`src/hw/rtl/amm_pkg.sv`:
```
// ----------------------------------------------------------------------------
// amm_pkg
// Shared types and constants of the adjacency matrix multiplier.
// ----------------------------------------------------------------------------
`default_nettype none

package amm_pkg;

  localparam int DATA_W = 16;
  localparam int PROD_W = 32;
  localparam int SUM_W  = 35;
  localparam int POS_W  = 3;
  localparam int CNT_W  = 4;
  localparam int OP_W   = 2;
  localparam int APB_AW = 5;
  localparam int APB_DW = 32;
  localparam int REG_W  = 3;

  localparam logic [OP_W-1:0] OP_WRITE_A = 2'd0;
  localparam logic [OP_W-1:0] OP_WRITE_B = 2'd1;
  localparam logic [OP_W-1:0] OP_COMPUTE = 2'd2;

  localparam logic [REG_W-1:0] REG_VERTEX_COUNT = 3'd0;
  localparam logic [REG_W-1:0] REG_CYCLES_A     = 3'd1;
  localparam logic [REG_W-1:0] REG_NEG_CYCLES_A = 3'd2;
  localparam logic [REG_W-1:0] REG_CYCLES_B     = 3'd3;
  localparam logic [REG_W-1:0] REG_NEG_CYCLES_B = 3'd4;

  typedef enum logic [1:0] {
    ST_IDLE,
    ST_ISSUE,
    ST_DRAIN
  } state_e;

  // Control that travels alongside one product term.
  typedef struct packed {
    logic             valid;
    logic             first;
    logic             last;
    logic             final_entry;
    logic [POS_W-1:0] row;
    logic [POS_W-1:0] col;
  } mac_tag_t;

endpackage

`default_nettype wire

```
`src/hw/rtl/amm_ram.sv`:
```
// ----------------------------------------------------------------------------
// amm_ram
// Single-write, single-read matrix store with registered read data.
// ----------------------------------------------------------------------------
`default_nettype none

module amm_ram #(
  parameter int DEPTH = 64,
  parameter int AW    = 6,
  parameter int DW    = 16
) (
  input  wire logic          clk_i,
  input  wire logic          wr_en_i,
  input  wire logic [AW-1:0] wr_addr_i,
  input  wire logic [DW-1:0] wr_data_i,
  input  wire logic [AW-1:0] rd_addr_i,
  output logic      [DW-1:0] rd_data_o
);

  logic [DW-1:0] mem_q [DEPTH];

  always_ff @(posedge clk_i) begin
    if (wr_en_i) begin
      mem_q[wr_addr_i] <= wr_data_i;
    end
  end

  always_ff @(posedge clk_i) begin
    rd_data_o <= mem_q[rd_addr_i];
  end

endmodule

`default_nettype wire

```
`src/hw/rtl/amm_mac.sv`:
```
// ----------------------------------------------------------------------------
// amm_mac
// Shared multiply-accumulate unit: one registered 16x16 product a cycle,
// summed into a 35-bit accumulator that restarts on the first term.
// ----------------------------------------------------------------------------
`default_nettype none

module amm_mac (
  input  wire logic                               clk_i,
  input  wire logic                               rst_ni,
  input  wire logic signed [amm_pkg::DATA_W-1:0]  a_i,
  input  wire logic signed [amm_pkg::DATA_W-1:0]  b_i,
  input  wire amm_pkg::mac_tag_t                  tag_i,
  output logic                                    done_o,
  output logic signed      [amm_pkg::SUM_W-1:0]   sum_o,
  output amm_pkg::mac_tag_t                       tag_o
);

  import amm_pkg::*;

  logic signed [PROD_W-1:0] prod_q;
  mac_tag_t                 tag_q;
  logic signed [SUM_W-1:0]  acc_q;
  logic signed [SUM_W-1:0]  acc_d;

  always_ff @(posedge clk_i or negedge rst_ni) begin
    if (!rst_ni) begin
      tag_q <= '0;
    end else begin
      tag_q <= tag_i;
    end
  end

  always_ff @(posedge clk_i) begin
    prod_q <= a_i * b_i;
    if (tag_q.valid) begin
      acc_q <= acc_d;
    end
  end

  always_comb begin
    acc_d = (tag_q.first ? '0 : acc_q) + {{(SUM_W - PROD_W){prod_q[PROD_W-1]}}, prod_q};
  end

  assign done_o = tag_q.valid & tag_q.last;
  assign sum_o  = acc_d;
  assign tag_o  = tag_q;

endmodule

`default_nettype wire

```
`src/hw/rtl/adjacency_matrix_multiply.sv`:
```
// ----------------------------------------------------------------------------
// adjacency_matrix_multiply
// Loads two signed 16-bit square matrices entry by entry and, on a compute
// item, emits every entry of their product in row-major order.
// ----------------------------------------------------------------------------
//  Channel  | Direction | Handshake             | Payload
//  in       | input     | in_valid_i/in_stall_o | operation, in_row, in_col, in_value
//  out      | output    | out_valid_o/out_stall_i | out_row, out_col, product_value,
//           |           |                       | has_cycles, has_negative_cycles, last
//  config   | input     | APB (psel, penable)   | vertex_count and the four flags
//
// A write item is taken whenever the sequencer is idle. A compute item of size n
// keeps the input stalled until its last product entry is done: each entry walks
// n terms through the single multiply-accumulate unit and then drains it.
// A stalled output holds the next entry back until the result register frees.
// Reset clears the sequencer and flags and sets vertex_count to MAX_VERTICES;
// the matrix stores are not cleared.
// ----------------------------------------------------------------------------
`default_nettype none

module adjacency_matrix_multiply #(
  parameter int MAX_VERTICES = 8
) (
  input  wire logic                               clk_i,
  input  wire logic                               rst_ni,
  input  wire logic                               in_valid_i,
  output logic                                    in_stall_o,
  input  wire logic [amm_pkg::OP_W-1:0]           operation_i,
  input  wire logic [amm_pkg::POS_W-1:0]          in_row_i,
  input  wire logic [amm_pkg::POS_W-1:0]          in_col_i,
  input  wire logic signed [amm_pkg::DATA_W-1:0]  in_value_i,
  output logic                                    out_valid_o,
  input  wire logic                               out_stall_i,
  output logic [amm_pkg::POS_W-1:0]               out_row_o,
  output logic [amm_pkg::POS_W-1:0]               out_col_o,
  output logic signed [amm_pkg::SUM_W-1:0]        product_value_o,
  output logic                                    has_cycles_o,
  output logic                                    has_negative_cycles_o,
  output logic                                    last_o,
  input  wire logic                               psel,
  input  wire logic                               penable,
  input  wire logic                               pwrite,
  input  wire logic [amm_pkg::APB_AW-1:0]         paddr,
  input  wire logic [amm_pkg::APB_DW-1:0]         pwdata,
  output logic [amm_pkg::APB_DW-1:0]              prdata,
  output logic                                    pready
);

  import amm_pkg::*;

  localparam int IW    = (MAX_VERTICES > 1) ? $clog2(MAX_VERTICES) : 1;
  localparam int DEPTH = MAX_VERTICES * MAX_VERTICES;
  localparam int AW    = (DEPTH > 1) ? $clog2(DEPTH) : 1;
  localparam logic [AW-1:0]    MvAddr  = AW'(MAX_VERTICES);
  localparam logic [CNT_W-1:0] MvCount = CNT_W'(MAX_VERTICES);

  logic [CNT_W-1:0] vertex_count_q;
  logic             cycles_a_q;
  logic             neg_cycles_a_q;
  logic             cycles_b_q;
  logic             neg_cycles_b_q;
  logic [REG_W-1:0] reg_idx;
  logic             cfg_wr;

  state_e           state_q;
  state_e           state_d;
  logic [IW-1:0]    i_q;
  logic [IW-1:0]    i_d;
  logic [IW-1:0]    j_q;
  logic [IW-1:0]    j_d;
  logic [IW-1:0]    k_q;
  logic [IW-1:0]    k_d;
  logic [IW-1:0]    nm1_q;
  logic [IW-1:0]    nm1_d;
  mac_tag_t         tag_q;
  mac_tag_t         tag_d;

  logic             in_acc;
  logic             wr_ok;
  logic [AW-1:0]    wr_addr;
  logic             a_we;
  logic             b_we;
  logic [CNT_W-1:0] n_start;
  logic             start;
  logic             issue_go;
  logic             final_entry;
  logic [AW-1:0]    a_rd_addr;
  logic [AW-1:0]    b_rd_addr;
  logic [DATA_W-1:0] a_rd_data;
  logic [DATA_W-1:0] b_rd_data;

  logic                    mac_done;
  logic signed [SUM_W-1:0] mac_sum;
  mac_tag_t                mac_tag;

  logic                    out_valid_q;
  logic                    out_valid_d;
  logic [POS_W-1:0]        out_row_q;
  logic [POS_W-1:0]        out_col_q;
  logic signed [SUM_W-1:0] out_sum_q;
  logic                    out_last_q;

  // Configuration registers.
  assign reg_idx = paddr[APB_AW-1:2];
  assign cfg_wr  = psel & penable & pwrite;
  assign pready  = 1'b1;

  always_ff @(posedge clk_i or negedge rst_ni) begin
    if (!rst_ni) begin
      vertex_count_q <= MvCount;
      cycles_a_q     <= 1'b0;
      neg_cycles_a_q <= 1'b0;
      cycles_b_q     <= 1'b0;
      neg_cycles_b_q <= 1'b0;
    end else if (cfg_wr) begin
      unique case (reg_idx)
        REG_VERTEX_COUNT: vertex_count_q <= pwdata[CNT_W-1:0];
        REG_CYCLES_A:     cycles_a_q     <= pwdata[0];
        REG_NEG_CYCLES_A: neg_cycles_a_q <= pwdata[0];
        REG_CYCLES_B:     cycles_b_q     <= pwdata[0];
        REG_NEG_CYCLES_B: neg_cycles_b_q <= pwdata[0];
        default: ;
      endcase
    end
  end

  always_comb begin
    unique case (reg_idx)
      REG_VERTEX_COUNT: prdata = APB_DW'(vertex_count_q);
      REG_CYCLES_A:     prdata = APB_DW'(cycles_a_q);
      REG_NEG_CYCLES_A: prdata = APB_DW'(neg_cycles_a_q);
      REG_CYCLES_B:     prdata = APB_DW'(cycles_b_q);
      REG_NEG_CYCLES_B: prdata = APB_DW'(neg_cycles_b_q);
      default:          prdata = '0;
    endcase
  end

  // Input decode.
  assign in_acc  = in_valid_i & ~in_stall_o;
  assign wr_ok   = (CNT_W'(in_row_i) < MvCount) && (CNT_W'(in_col_i) < MvCount);
  assign wr_addr = AW'(AW'(in_row_i[IW-1:0]) * MvAddr + AW'(in_col_i[IW-1:0]));
  assign a_we    = in_acc && (operation_i == OP_WRITE_A) && wr_ok;
  assign b_we    = in_acc && (operation_i == OP_WRITE_B) && wr_ok;
  assign n_start = (vertex_count_q > MvCount) ? MvCount : vertex_count_q;
  assign start   = in_acc && (operation_i == OP_COMPUTE) && (n_start != '0);

  assign final_entry = (i_q == nm1_q) && (j_q == nm1_q);
  assign a_rd_addr   = AW'(AW'(i_q) * MvAddr + AW'(k_q));
  assign b_rd_addr   = AW'(AW'(k_q) * MvAddr + AW'(j_q));

  // Sequencer.
  always_ff @(posedge clk_i or negedge rst_ni) begin
    if (!rst_ni) begin
      state_q <= ST_IDLE;
      i_q     <= '0;
      j_q     <= '0;
      k_q     <= '0;
      nm1_q   <= '0;
      tag_q   <= '0;
    end else begin
      state_q <= state_d;
      i_q     <= i_d;
      j_q     <= j_d;
      k_q     <= k_d;
      nm1_q   <= nm1_d;
      tag_q   <= tag_d;
    end
  end

  always_comb begin
    state_d = state_q;
    unique case (state_q)
      ST_IDLE: begin
        if (start) begin
          state_d = ST_ISSUE;
        end
      end
      ST_ISSUE: begin
        if (issue_go && (k_q == nm1_q)) begin
          state_d = ST_DRAIN;
        end
      end
      ST_DRAIN: begin
        if (mac_done) begin
          state_d = final_entry ? ST_IDLE : ST_ISSUE;
        end
      end
      default: state_d = ST_IDLE;
    endcase
  end

  always_comb begin
    in_stall_o = (state_q != ST_IDLE);
    issue_go   = (state_q == ST_ISSUE) && ((k_q != '0) || !out_valid_q || !out_stall_i);
    i_d        = i_q;
    j_d        = j_q;
    k_d        = k_q;
    nm1_d      = nm1_q;
    unique case (state_q)
      ST_IDLE: begin
        if (start) begin
          i_d   = '0;
          j_d   = '0;
          k_d   = '0;
          nm1_d = IW'(n_start - CNT_W'(1));
        end
      end
      ST_ISSUE: begin
        if (issue_go) begin
          k_d = (k_q == nm1_q) ? '0 : k_q + IW'(1);
        end
      end
      ST_DRAIN: begin
        if (mac_done && !final_entry) begin
          if (j_q == nm1_q) begin
            j_d = '0;
            i_d = i_q + IW'(1);
          end else begin
            j_d = j_q + IW'(1);
          end
        end
      end
      default: ;
    endcase
    tag_d.valid       = issue_go;
    tag_d.first       = (k_q == '0);
    tag_d.last        = (k_q == nm1_q);
    tag_d.final_entry = final_entry;
    tag_d.row         = POS_W'(i_q);
    tag_d.col         = POS_W'(j_q);
  end

  amm_ram #(
    .DEPTH (DEPTH),
    .AW    (AW),
    .DW    (DATA_W)
  ) u_amm_ram_a (
    .clk_i     (clk_i),
    .wr_en_i   (a_we),
    .wr_addr_i (wr_addr),
    .wr_data_i (in_value_i),
    .rd_addr_i (a_rd_addr),
    .rd_data_o (a_rd_data)
  );

  amm_ram #(
    .DEPTH (DEPTH),
    .AW    (AW),
    .DW    (DATA_W)
  ) u_amm_ram_b (
    .clk_i     (clk_i),
    .wr_en_i   (b_we),
    .wr_addr_i (wr_addr),
    .wr_data_i (in_value_i),
    .rd_addr_i (b_rd_addr),
    .rd_data_o (b_rd_data)
  );

  amm_mac u_amm_mac (
    .clk_i  (clk_i),
    .rst_ni (rst_ni),
    .a_i    (a_rd_data),
    .b_i    (b_rd_data),
    .tag_i  (tag_q),
    .done_o (mac_done),
    .sum_o  (mac_sum),
    .tag_o  (mac_tag)
  );

  // Result register.
  always_comb begin
    out_valid_d = out_valid_q;
    if (mac_done) begin
      out_valid_d = 1'b1;
    end else if (out_valid_q && !out_stall_i) begin
      out_valid_d = 1'b0;
    end
  end

  always_ff @(posedge clk_i or negedge rst_ni) begin
    if (!rst_ni) begin
      out_valid_q <= 1'b0;
    end else begin
      out_valid_q <= out_valid_d;
    end
  end

  always_ff @(posedge clk_i) begin
    if (mac_done) begin
      out_row_q  <= mac_tag.row;
      out_col_q  <= mac_tag.col;
      out_sum_q  <= mac_sum;
      out_last_q <= mac_tag.final_entry;
    end
  end

  assign out_valid_o           = out_valid_q;
  assign out_row_o             = out_row_q;
  assign out_col_o             = out_col_q;
  assign product_value_o       = out_sum_q;
  assign last_o                = out_last_q;
  assign has_cycles_o          = cycles_a_q | cycles_b_q;
  assign has_negative_cycles_o = neg_cycles_a_q | neg_cycles_b_q;

endmodule

`default_nettype wire

```
`config.mk`:
```
export PLATFORM = sky130hd
export DESIGN_NAME = adjacency_matrix_multiply
export DESIGN_NICKNAME = d
export VERILOG_FILES = /design/src/hw/rtl/amm_pkg.sv /design/src/hw/rtl/amm_ram.sv /design/src/hw/rtl/amm_mac.sv /design/src/hw/rtl/adjacency_matrix_multiply.sv
export SDC_FILE = /design/constraint.sdc
export NUM_CORES = 2
export LEC_CHECK = 0
export BUFFER_PORTS_ARGS = -buffer_cell sky130_fd_sc_hd__buf_2
export CAP_MARGIN = 20
export CORE_MARGIN = 4
export CORE_UTILIZATION = 65
export CTS_BUF_LIST = sky130_fd_sc_hd__clkbuf_8
export DETAILED_ROUTE_END_ITERATION = 10
export PLACE_DENSITY_LB_ADDON = 0.12
export SLEW_MARGIN = 25
export SYNTH_ARGS = -nofsm -noshare
export SYNTH_HDL_FRONTEND = slang
export SYNTH_SLANG_ARGS = --single-unit
```
`constraint.sdc`:
```
create_clock -name clk_i -period 7.1 [get_ports clk_i]
set_input_delay 0.355 -clock clk_i [delete_from_list [all_inputs] [get_ports clk_i]]
set_output_delay 0.355 -clock clk_i [all_outputs]
set_load 0.01 [all_outputs]
```
---- Word level (Yosys, flattened, before mapping) ----
Memories as Yosys holds them, arrays and structs flattened. A register that Yosys moved wholly into a read port is not among the register bits.
Index checks and enable logic that the tools add are counted.
word-level totals
  register bits ........................... 152
  RAM bits ................................ 2048
  bits of input ports ..................... 68
  output and inout port bits .............. 79
  word-level logic and storage cells ...... 123
  memories kept ........................... 2
operators by class
  add/sub/neg operators ................... 8
  multiply operators ...................... 1
  magnitude comparators ................... 1
  equal/unequal tests ..................... 17
  multiplexer cells ....................... 24
  bitwise logic cells ..................... 7
  reductions and logical operators ........ 34
memories
  name               depth  width  rd ports  clocked after Yosys merged registers in  wr ports  line           text
  u_amm_ram_a.mem_q  64     16     1         1                                        1         amm_ram.sv:20  logic [DW-1:0] mem_q [DEPTH];
  u_amm_ram_b.mem_q  64     16     1         1                                        1         amm_ram.sv:20
operator list
  cell                                                 count
  adder 35 bit                                         1
  2-to-1 mux 35 bit                                    1
  multiplier 16 x 16 -> 32 bit                         1
  2-to-1 mux 3 bit                                     7
  one-hot mux 4 bit (5 select lines)                   1
  adder 6 x 3 -> 6 bit                                 3
  one-hot mux 3 bit (2 select lines)                   3
  inequality test 2 bit, second input constant         6
  AND reduction 2 bit                                  6
  adder 3 x 1 -> 3 bit, second input constant          3
  equality test 3 bit                                  3
  logical AND 1 bit                                    9
  AND reduction 3 bit                                  3
  nonzero test 2 bit                                   4
  2-to-1 mux 1 bit                                     7
  equality test 3 x 2 -> 1 bit, second input constant  2
  logical NOT 3 bit                                    2
  2-to-1 mux 2 bit                                     3
  one-hot mux 2 bit (3 select lines)                   1
  bitwise AND 1 bit                                    4
  equality test 2 x 1 -> 1 bit, second input constant  2
  equality test 2 bit, second input constant           2
  > comparator 4 bit, second input constant            1
  logical NOT 2 bit                                    2
  other kinds (11)                                     15

---- Longest topological paths before layout ----
  word-level depth ........................ 7
  mapped depth ............................ 23
  depth with buffers taken out ............ 22

---- Cells and area by module ----
Synthesis repeated with hierarchy kept, for this count alone.
second synthesis, totals
  cell total of the unflattened synthesis .. 5315
  area total of the unflattened synthesis .. 96869.2 um^2
modules (own cells, without submodules)
  module                     instances  cells an instance  area an instance (um^2)  seq. area each (um^2)
  amm_ram                    2          1829               40042.2                  31069.8
  amm_mac                    1          1440               13684.4                  1941.9
  adjacency_matrix_multiply  1          217                3100.5                   2088.3

---- Worst setup path before layout ----
No wires, ideal clock.
  path type ............................... register to register
  start ................................... register u_amm_ram_b.rd_data_o[7] (read register of u_amm_ram_b.mem_q)
  end ..................................... register u_amm_mac.prod_q[31]
  arrival ................................. 5769 ps
  path slack .............................. 1252 ps
  cell stages (with the launch flop) ...... 23
  path buffers ............................ 1
  period minus slack after synthesis ...... 5848 ps
  cell sequence ........................... dfxtp_1 -> clkbuf_1 -> nand2_1 -> fa_1 -> inv_1 -> fa_1 -> inv_1 -> fa_1 -> inv_1 -> fa_1 -> fa_1 -> inv_1 -> fa_1 -> inv_1 -> ha_1 -> o21ai_1 -> a21oi_1 -> o21ai_0 -> a211o_1 -> and4_4 -> or3b_1 -> a211o_1 -> o211ai_1
on the way
  longest elaborated chain between the ends .. 1
ends and longest elaborated chain
  item                          line           text
  start, declared               amm_ram.sv:17  output logic [DW-1:0] rd_data_o
  multiplier 16 x 16 -> 32 bit  amm_mac.sv:35  prod_q <= a_i * b_i;
  end signal, assigned          amm_mac.sv:35
  end, declared                 amm_mac.sv:21  logic signed [PROD_W-1:0] prod_q;
No other way between the ends.
A chain may end at the register's enable or synchronous reset.

---- Final worst setup path ----
  start ................................... register u_amm_ram_a.rd_data_o[7] (read register of u_amm_ram_a.mem_q)
  end ..................................... register u_amm_mac.prod_q[31]
on the way
  longest elaborated chain between the ends .. 1
ends and longest elaborated chain
  item                          line
  start, declared               amm_ram.sv:17
  multiplier 16 x 16 -> 32 bit  amm_mac.sv:35
No other way between the ends.

==> impl_metrics.tcl <==
set metrics [dict create \
    critPathArrivalTime_ns 7.31 \
    grt_max_degree 115 \
    yosysTopAreaCell "edfxtp_1" \
    cp_cell_sequence "nand2_1 > fa_1 > inv_1 > fa_1 > inv_1 > fa_1 > inv_1 > fa_1 > fa_1 > inv_1 > fa_1 > inv_1 > ha_1 > o21ai_1 > a21oi_1 > o21ai_0 > a211o_1 > and4_4 > or3b_1 > a211o_1 > o211ai_1" \
    cp_common_cell "fa_1" \
    dr.pass1.iters 5 \
    fill_cells 8514 \
    routed_wl_mm 213.5 \
    floorplan.initialDensity_pct 65.51 \
    port_buffers 87 \
    ys_seq_area_share_pct 69.31 \
    finalSetupViolCount 0 \
    numClockSinks 2232 \
    drc 0 \
    finalSetupTns_ns 0 \
    fin_crit_ns 6.459 \
    ys_warn_count 0 \
    outcome "finished, final reports clean" \
    synth_area_leaders "edfxtp_1, mux4_2, fa_1" \
    period_share_pct 90.98 \
    cp-end-kind "register" \
    slowest_stage "dfxtp_1" \
    wl_per_cell_um 28.92 \
    viasPerCell 6.368 \
    slew_viol_final 0 \
    crit_path_max_fanout 16 \
    antenna_found_initial 26 \
    cts_resized 0 \
    ys_top_cells_by_count "edfxtp_1, mux4_2, inv_1" \
    synth_most_common_cell "edfxtp_1" \
    num_vias 47010 \
    clock_tree.buffer_depth 4 \
    syn_avg_cell_area_sq_um 20.16 \
    finalInstanceArea_sq_um 105500 \
    dpl_cell_area_sq_um 98880 \
    synth_ff_type "edfxtp_1" \
    fin_skew_ns 0.08684 \
    initialDrtViolationCount 5198 \
    die_height_um 391.3 \
    io_pins 147 \
    drive_above_1_share_pct 26.16 \
    async_reset_ff_share_pct 1.927 \
    grt_pass1_vias 48480 \
    postCtsSetupBuffers 0 \
    grt_overflow_total 0 \
    coreArea_sq_um 145700 \
    relSlewSlack_pct 25.99 \
    final_nets 5650 \
    grt_pass1_wl_mm 318.5 \
    cp.required_ns 7.95 \
    cp_top_family "adder cells" \
    max_freq_mhz 154.8 \
    netlist_area_sq_um 95470 \
    min_path_type "primary input to register" \
    place_congestion 0.8563 \
    worst-setup-path-type "register to register" \
    slowest_delay_ns 0.77 \
    hold_violations 0 \
    numCtsBuffers 358 \
    cp-start-kind "register" \
    clk_latency_ns 1.01 \
    synth_seq_cells 2232 \
    tightest_slew_ns 1.110 \
    dieArea_sq_um 153100 \
    clk_pin_slew_worst_paths_ns 0.05 \
    fin_util_pct 72.41 \
    max_cap_viol_count 0 \
    rsz0062_at_grt "no" \
    syn_inst 4736 \
    synth_cell_types 67 \
    std_cell_rows 140 \
    area_delta_synth_final_pct 10.53 \
    synth_edf_count 2125 \
    cts-root-buf "clkbuf_8" \
    h-tree-depth 5 \
    synth_top_area_share_pct 66.84 \
    ant_nets 0 \
    cts_tree "built" \
    fp.dieW_um 391.3 \
    grt_use_total_pct 28.80 \
    crit_buf_inv 5 \
    place_hpwl_mm 128.7 \
]
-- registers in the layout, indices dropped and copies added (netlist names), 4 cells and up --
signal,flops
u_amm_ram_a.mem_q,1024
u_amm_mac.prod_q,32
u_amm_ram_b.rd_data_o,16
vertex_count_q,4
u_amm_mac.acc_q,35
u_amm_ram_a.rd_data_o,16
tag_q,10
u_amm_mac.tag_o,10
product_value_o,35
u_amm_ram_b.mem_q,1024
-- tightest hold or removal path: stages --
cell     delay [ns]
buf_2          0.15
nand3_1        0.25
nor2_1         0.15
-- stage by stage --
| stage | setup WS (ns) | std cells | hold WS [ns] |
|---|---|---|---|
| CTS | 0.6647 | 7368 | 0.03907 |
| finish | 0.6406 | 7382 | 0.1419 |
| global placement | 0.7284 | 6721 | 0.3326 |
| global route | 0.3249 | 7376 | 0.08699 |
| detailed placement | 0.7058 | 6721 | 0.3347 |
| floorplan | 1.252 | 4763 | 0.05941 |
-- cell families (layout without fill, tap and decap cells) --
family | Yosys count | in the layout | share of synthesized area (%)
simple gates | 634 | 634 | 3.182
fa+ha+maj | 384 | 384 | 7.100
flops | 2232 | 2232 | 69.31
other cells | 2 | 42 | 0.007866
mux | 684 | 684 | 16.00
buf+inv | 533 | 1222 | 2.423
compound gates | 195 | 195 | 1.316
xor+xnor | 72 | 72 | 0.6605
-- layout make-up --
type,count,area [sq um],share of cell area (%)
Inverter,295,1107,1.049
Multi-Input combinational cell,1998,27160,25.73
Tap cell,1917,2399,2.273
Clock buffer,368,5065,4.799
Timing Repair Buffer,313,2360,2.236
Antenna cell,13,32.53,0.03083
Clock inverter,246,1214,1.150
Sequential cell,2232,66200,62.73
-- routing by layer --
metal  wire length [um]  part of all wire (%)  track usage [%]  vias up
met5                 69                 0.032                0        -
met4               5518                   2.6            8.037       12
met3              20700                   9.7            6.301      388
met2             104100                    49            45.00     2432
met1              83090                    39            42.34    24610
li1                   -                     -                -    19560
-- cells in the final DEF (no fill, tap or decap), types with 14 or more instances in the layout --
master | Yosys | layout
dfrtp_1 | 42 | 35
o21a_1 | 14 | 14
clkinv_1 | 0 | 72
buf_2 | 31 | 70
dfxtp_1 | 64 | 64
xor2_1 | 26 | 26
ha_1 | 121 | 121
a21o_1 | 14 | 14
inv_1 | 295 | 415
dlygate4sd3_1 | 0 | 34
clkinv_2 | 0 | 38
xnor2_1 | 46 | 46
clkbuf_8 | 0 | 368
buf_4 | 43 | 201
nand2_1 | 174 | 174
mux4_2 | 673 | 673
nor2_2 | 0 | 20
nand3_1 | 22 | 22
nor2b_1 | 43 | 43
o21ai_0 | 31 | 31
nor2_1 | 194 | 173
a21oi_1 | 63 | 63
conb_1 | 2 | 29
and2_1 | 132 | 131
edfxtp_1 | 2125 | 2125
fa_1 | 263 | 263
nand2b_1 | 14 | 14
-- worst paths after layout --
| kind | end | slack, ns | start | cells after the start |
|---|---|---|---|---|
| worst max-delay path | u_amm_mac.prod_q[31] | 0.64 | u_amm_ram_a.rd_data_o[7] | 21 |
| worst min-delay path | u_amm_ram_b.mem_q[56][7] | 0.14 | in_row_i[0] | 3 |
| worst max register to register | u_amm_mac.prod_q[31] | 0.64 | u_amm_ram_a.rd_data_o[7] | 21 |
| worst min register to register | u_amm_mac.tag_o[8] | 0.35 | tag_q[8] | 0 |
| max in group asynchronous | j_q[1] | 6.11 | rst_ni | 3 |
| min in group asynchronous | j_q[0] | 0.49 | rst_ni | 3 |
-- repair_timing --
action,in CTS,in global routing
setup endpoints to repair,0,0
hold endpoints to repair,842,42
hold buffers,33,1
Power is not shown: default switching activity piles up to over one toggle a cycle in this logic, so the estimate is an artifact.
